File: config.mk
export PLATFORM = sky130hd
export DESIGN_NAME = top_k_score_keeper_unit
export DESIGN_NICKNAME = d
export VERILOG_FILES = /design/src/design/tksk_pkg.sv /design/src/design/tksk_cell.sv /design/src/design/top_k_score_keeper_unit.sv
export SDC_FILE = /design/constraint.sdc
export NUM_CORES = 2
export LEC_CHECK = 0
export BUFFER_PORTS_ARGS = -buffer_cell sky130_fd_sc_hd__buf_2
export CELL_PAD_IN_SITES_DETAIL_PLACEMENT = 2
export CELL_PAD_IN_SITES_GLOBAL_PLACEMENT = 2
export CORE_ASPECT_RATIO = 1.4
export CORE_MARGIN = 3
export CORE_UTILIZATION = 38
export CTS_CLUSTER_SIZE = 40
export DETAILED_ROUTE_END_ITERATION = 7
export PLACE_DENSITY_LB_ADDON = 0.15
export SLEW_MARGIN = 30
export SYNTH_ARGS = -nofsm -noshare
export SYNTH_HDL_FRONTEND = slang
export SYNTH_HIERARCHICAL = 1
export SYNTH_SLANG_ARGS = --single-unit
File: constraint.sdc
create_clock -name clk -period 6.1 [get_ports clk]
set_input_delay 1.22 -clock clk [delete_from_list [all_inputs] [get_ports clk]]
set_output_delay 1.22 -clock clk [all_outputs]
set_load 0.02 [all_outputs]
File: src/design/tksk_pkg.sv
package tksk_pkg;

  localparam int unsigned ID_W    = 24;
  localparam int unsigned SCORE_W = 32;
  localparam int unsigned LIMIT_W = 5;

  localparam logic [LIMIT_W-1:0] LIMIT_RESET = 5'd10;

  typedef enum logic {
    OP_OFFER = 1'b0,
    OP_FLUSH = 1'b1
  } op_t;

  // One kept pair as held in a chain cell.
  typedef struct packed {
    logic                      valid;
    logic [ID_W-1:0]           id;
    logic signed [SCORE_W-1:0] score;
  } entry_t;

  // Controls broadcast to every cell of the chain.
  typedef struct packed {
    logic insert;  // place the offered pair at its sorted position
    logic grow;    // the store gains a pair (not a replacement)
    logic pop;     // shift every entry one place toward the head
  } ctl_t;

  localparam entry_t EMPTY_ENTRY = '{valid: 1'b0, id: '0, score: '0};

endpackage

File: src/design/tksk_cell.sv
module tksk_cell (
  input  logic                                clk,
  input  logic                                rst,
  input  tksk_pkg::ctl_t                      ctl,
  input  logic [tksk_pkg::ID_W-1:0]           new_id,
  input  logic signed [tksk_pkg::SCORE_W-1:0] new_score,
  input  tksk_pkg::entry_t                    prev_entry,
  input  logic                                prev_ge,
  input  tksk_pkg::entry_t                    next_entry,
  output tksk_pkg::entry_t                    entry,
  output logic                                ge
);

  tksk_pkg::entry_t entry_next;

  // Held pair ranks at or above the offer, so the offer goes below it.
  assign ge = entry.valid && (entry.score >= new_score);

  always_comb begin
    entry_next = entry;
    if (ctl.pop) begin
      entry_next = next_entry;
    end else if (ctl.insert && !ge) begin
      if (prev_ge) begin
        entry_next.id    = new_id;
        entry_next.score = new_score;
        entry_next.valid = ctl.grow ? 1'b1 : entry.valid;
      end else begin
        entry_next.id    = prev_entry.id;
        entry_next.score = prev_entry.score;
        entry_next.valid = ctl.grow ? prev_entry.valid : entry.valid;
      end
    end
  end

  always_ff @(posedge clk) begin
    entry.id    <= entry_next.id;
    entry.score <= entry_next.score;
    if (rst) begin
      entry.valid <= 1'b0;
    end else begin
      entry.valid <= entry_next.valid;
    end
  end

endmodule

File: src/design/top_k_score_keeper_unit.sv
// Top-K score keeper: holds the best (item, score) pairs of an offered stream
// in a chain of cells sorted by descending score, ties in arrival order.
//
// Input channel (in_valid / in_stall): op 0 offers item_id with score, op 1
// flushes. For an offer, all cells compare against the broadcast
// score at once and the chain shifts to open a slot, so offers can be taken
// back to back. A zero score is dropped; when the store is full the offer
// replaces the lowest pair only if its score is strictly greater.
// A flush drains the chain one pair per cycle, while the output is not stalled,
// from its head cell into the output register, and holds in_stall until the head
// cell is empty. The flush transfer sets draining, and the first pair then moves
// into the output register; last marks the final pair; an empty store gives nothing.
// Output channel (out_valid / out_stall): while the receiver stalls, the
// output register holds and the drain waits, so no pair is lost.
// cfg_wr_en / cfg_wr_data write the keep limit (0 acts as 1, above MAX_KEEP
// acts as MAX_KEEP); write it only while idle.
// Reset (rst, synchronous) empties the store, sets the limit to 10 and
// clears out_valid.
module top_k_score_keeper_unit #(
  parameter int unsigned MAX_KEEP = 16
) (
  input  logic                                clk,
  input  logic                                rst,
  input  logic                                cfg_wr_en,
  input  logic [tksk_pkg::LIMIT_W-1:0]        cfg_wr_data,
  input  logic                                in_valid,
  output logic                                in_stall,
  input  logic                                op,
  input  logic [tksk_pkg::ID_W-1:0]           item_id,
  input  logic signed [tksk_pkg::SCORE_W-1:0] score,
  output logic                                out_valid,
  input  logic                                out_stall,
  output logic [tksk_pkg::ID_W-1:0]           out_item,
  output logic signed [tksk_pkg::SCORE_W-1:0] out_score,
  output logic                                last
);

  localparam int unsigned CW = $clog2(MAX_KEEP + 1);
  localparam int unsigned LW = (CW > tksk_pkg::LIMIT_W) ? CW : tksk_pkg::LIMIT_W;

  logic [tksk_pkg::LIMIT_W-1:0] keep_limit;
  logic [CW-1:0]                count;
  logic [CW-1:0]                count_next;
  logic                         draining;
  logic [LW-1:0]                limit_ext;
  logic [LW-1:0]                limit_eff;
  logic                         full;
  logic                         beats_last;
  logic                         in_xfer;
  logic                         out_free;
  tksk_pkg::ctl_t               ctl;

  tksk_pkg::entry_t cell_q [MAX_KEEP];
  logic             cell_ge[MAX_KEEP];

  assign in_stall = draining;
  assign in_xfer  = in_valid && !in_stall;
  assign out_free = !out_valid || !out_stall;

  assign limit_ext = LW'(keep_limit);
  always_comb begin
    if (limit_ext == '0) begin
      limit_eff = LW'(1);
    end else if (limit_ext > LW'(MAX_KEEP)) begin
      limit_eff = LW'(MAX_KEEP);
    end else begin
      limit_eff = limit_ext;
    end
  end

  assign full = LW'(count) >= limit_eff;

  // Offer beats the lowest kept pair: the last valid cell does not rank at or above it.
  always_comb begin
    beats_last = 1'b0;
    for (int i = 0; i < MAX_KEEP; i++) begin
      if (cell_q[i].valid && !cell_ge[i]) begin
        if (i == MAX_KEEP - 1) begin
          beats_last = 1'b1;
        end else if (!cell_q[(i + 1) % MAX_KEEP].valid) begin
          beats_last = 1'b1;
        end
      end
    end
  end

  always_comb begin
    ctl.grow   = !full;
    ctl.insert = in_xfer && (op == tksk_pkg::OP_OFFER) && (score != '0)
                 && (!full || beats_last);
    ctl.pop    = draining && cell_q[0].valid && out_free;
  end

  always_comb begin
    count_next = count;
    if (ctl.pop) begin
      count_next = count - CW'(1);
    end else if (ctl.insert && ctl.grow) begin
      count_next = count + CW'(1);
    end
  end

  genvar g;
  generate
    for (g = 0; g < MAX_KEEP; g++) begin : g_cell
      tksk_pkg::entry_t prev_entry;
      tksk_pkg::entry_t next_entry;
      logic             prev_ge;

      if (g == 0) begin : g_head
        assign prev_entry = tksk_pkg::EMPTY_ENTRY;
        assign prev_ge    = 1'b1;
      end else begin : g_body
        assign prev_entry = cell_q[g-1];
        assign prev_ge    = cell_ge[g-1];
      end

      if (g == MAX_KEEP - 1) begin : g_tail
        assign next_entry = tksk_pkg::EMPTY_ENTRY;
      end else begin : g_mid
        assign next_entry = cell_q[g+1];
      end

      tksk_cell u_cell (
        .clk        (clk),
        .rst        (rst),
        .ctl        (ctl),
        .new_id     (item_id),
        .new_score  (score),
        .prev_entry (prev_entry),
        .prev_ge    (prev_ge),
        .next_entry (next_entry),
        .entry      (cell_q[g]),
        .ge         (cell_ge[g])
      );
    end
  endgenerate

  always_ff @(posedge clk) begin
    if (rst) begin
      keep_limit <= tksk_pkg::LIMIT_RESET;
      count      <= '0;
      draining   <= 1'b0;
      out_valid  <= 1'b0;
    end else begin
      if (cfg_wr_en) begin
        keep_limit <= cfg_wr_data;
      end
      count <= count_next;
      if (in_xfer && (op == tksk_pkg::OP_FLUSH)) begin
        draining <= 1'b1;
      end else if (draining && !cell_q[0].valid) begin
        draining <= 1'b0;
      end
      if (ctl.pop) begin
        out_valid <= 1'b1;
      end else if (!out_stall) begin
        out_valid <= 1'b0;
      end
    end
  end

  // Head cell moves into the output register on each pop.
  always_ff @(posedge clk) begin
    if (ctl.pop) begin
      out_item  <= cell_q[0].id;
      out_score <= cell_q[0].score;
      last      <= (MAX_KEEP == 1) ? 1'b1 : !cell_q[(MAX_KEEP > 1) ? 1 : 0].valid;
    end
  end

endmodule

==> run_results.csv <==
group,metric,value,unit
outcome,outcome,"complete, no violations",
clock_network,clock-sinks,981,
synth,yosysTopAreaCell,"edfxtp_1",
min_path,min_path_type,"reg2reg",
sta,setup_viol,0,
sta,relSlewSlack,41.2,%
clock_network,clockBufferDepth,3,
floorplanning,die_area,170000,um^2
synth,synth_cell_type_count,59,
floorplanning,initial_core_util,38.4,%
global_route,grt_antenna_before_repair,2,
sta,tightest_slew,0.880,ns
floorplanning,ios,126,
pwr,leakagePower,0.0260,uW
floorplanning,die_h,486,um
cells_and_area,nets,7166,
clock_network,cts_inserted_buffers,109,
sta,clock_skew,0.0261,ns
clock_network,cts_max_level,3,
sta,min_period,5.65,ns
routing,wire_per_inst,23.1,um
worst_setup_path,crit_required,6.57,ns
synth,synth.avg_cell_area,10.1,um^2
worst_setup_path,path_class,"in2reg",
synth,synth_seq_cells,981,
clock_network,ctsResizeCount,0,
pwr,peakVddDrop,0.245,mV
floorplanning,die_w,349,um
floorplanning,fp-row-count,175,
synth,synth_common_cells,"nand2_1, edfxtp_1, mux2i_1",
place,dp_hpwl,151000,um
pwr,power_density,276,nW/um^2
cells_and_area,layout-drive-gt1-share,10.4,%
routing,final_antenna_net_count,0,
global_route,grt_pass1_wl,317000,um
synth,async_reset_ff_share,0,%
place,gp_congestion,0.838,
floorplanning,core,163000,um^2
sta,fmax,0.177,GHz
synth,yosysWarnings,6,
sta,timing.final.crit_share,92.5,%
global_route,grt_start_max_net_pins,197,
clock_network,clk_latency,0.76,ns
synth,synth_area_leaders,"edfxtp_1, mux2i_1, ha_1, nand2_1, o21ai_1",
worst_setup_path,endpoint_kind,"flop",
sta,hold_viol,0,
synth,yosysMostFrequentCell,"nand2_1",
worst_setup_path,critical_path_arrival,6.12,ns
synth,syn_area,62500,um^2
clock_network,cts_hold_buf,0,
synth,synthCells,6195,
global_route,track_usage,23.6,%
cells_and_area,area_delta_synth_final,14.8,%
global_route,gr-total-overflow,0,
routing,drc_errors,0,
global_route,grt_pass1_vias,53601,
clock_network,clk_pin_slew_worst_paths,0.06,ns
worst_setup_path,reg2reg_depth,16,
clock_network,tritoncts,"done",
synth,synth_top_cell_area_share,45.8,%
flow_run,maxCapViolCount,0,
pwr,finalPower,19800,uW
routing,drt-initial-drc-count,2737,
cells_and_area,fin_cells,8794,
sta,timing.hold.ws,0.471,ns
min_path,hold_depth,0,
worst_setup_path,startpoint_type,"input pin",
sta,grt_setup_unrepaired,"false",
sta,fin_setup_tns,0,ns
place,numPortBuffers,125,
routing,wl,203000,um
routing,viasPerCell,5.54,
worst_setup_path,path_max_fanout,38,
synth,seq_area_frac_synth,46.7,%
sta,slew_viol_final,0,
place,dp_cells,8591,
routing,num_vias,48739,
synth,synth_flop_cell,"edfxtp_1",
clock_network,root_buffer,"clkbuf_16",
routing,firstDrtPassIters,6,
synth,synth_edf_count,953,
clock_network,post_cts_buffers,0,
[logic make-up (layout without fill, tap and decap cells)]
group	Yosys count	in the layout	share of synthesized area, %
simple gates	1491	1491	10.6
flops	981	981	46.7
buf+inv	877	1233	5.29
fa+ha+maj	521	521	10.4
other cells	2	121	0.0120
compound gates	1419	1419	12.5
xor+xnor	1	1	0.0140
mux	903	903	14.5
[sequential cells by signal, summed over array words and instances, names as in the netlist]
name	flops
g_cell.u_cell/entry	912
out_score	32
out_item	24
count	5
keep_limit	5
in_stall	1
last	1
out_valid	1
[area by class of cell]
| class | count | area, um^2 |
|---|---|---|
| Tap cell | 2124 | 2660 |
| Timing Repair Buffer | 463 | 3680 |
| Sequential cell | 981 | 29200 |
| Fill cell | 17331 | 91100 |
| Multi-Input combinational cell | 4453 | 30700 |
| Clock inverter | 59 | 538 |
| Antenna cell | 3 | 7.51 |
| Clock buffer | 141 | 2930 |
| Inverter | 570 | 2150 |
[worst max-delay path, stage by stage]
cell      delay [ns]
buf_2           0.41
inv_1           0.12
ha_1            0.35
nand4_1         0.23
or4_4           0.57
or3_1           0.36
o211ai_1        0.13
nand2_1         0.12
a21boi_4        0.15
nor2_1          0.13
a22oi_1         0.32
nand4_1         0.27
o31a_2          0.42
buf_12          0.19
o311a_1         0.16
o2111a_1        0.16
or3_2           0.52
buf_12          0.20
[worst paths after layout]
kind | slack [ns] | start | end
min | 0.47 | g_cell[0].u_cell/entry[46] | out_item[14]
max | 0.45 | score[23] | g_cell[2].u_cell/entry[7]
max reg2reg | 1.01 | g_cell[1].u_cell/entry[23] | g_cell[2].u_cell/entry[7]
min reg2reg | 0.47 | g_cell[0].u_cell/entry[46] | out_item[14]
[per-stage QoR]
| stage | util, % | setup WS, ns | instance area, um^2 |
|---|---|---|---|
| final | 44.1 | 0.455 | 71800 |
| after global routing | 44.1 | 0.378 | 71800 |
| after CTS | 44.1 | 0.600 | 71800 |
| after detailed placement | 41.9 | -0.212 | 68300 |
| after global placement | 41.9 | -0.0981 | 68300 |
| after floorplan | - | 0.252 | 63000 |
[cells in the final DEF (no fill, tap or decap), types with 125 or more instances in the layout]
cell / Yosys / final
inv_1: 570 / 569
o21ai_1: 575 / 575
ha_1: 520 / 520
nand2_1: 1055 / 1055
o21ai_0: 408 / 408
buf_2: 15 / 125
edfxtp_1: 953 / 953
mux2i_1: 899 / 899
buf_4: 0 / 295
a21oi_1: 234 / 234
[metal layers]
layer | wire length, um | up-vias | GRT usage (%)
met2 | 97200 | 672 | 40.2
met4 | 6520 | 0 | 7.69
li1 | - | 23098 | -
met1 | 94000 | 24696 | 31.3
met5 | 0 | - | 0
met3 | 5250 | 273 | 2.35
[where the power goes]
group / leakage [uW] / internal (uW) / switching, uW
Sequential: 0.00919 / 8660 / 706
Combinational: 0.0152 / 1460 / 2390
Clock: 0.00170 / 3650 / 2970
Total: 0.0260 / 13800 / 6070
Power figures use the tool's default switching activity.
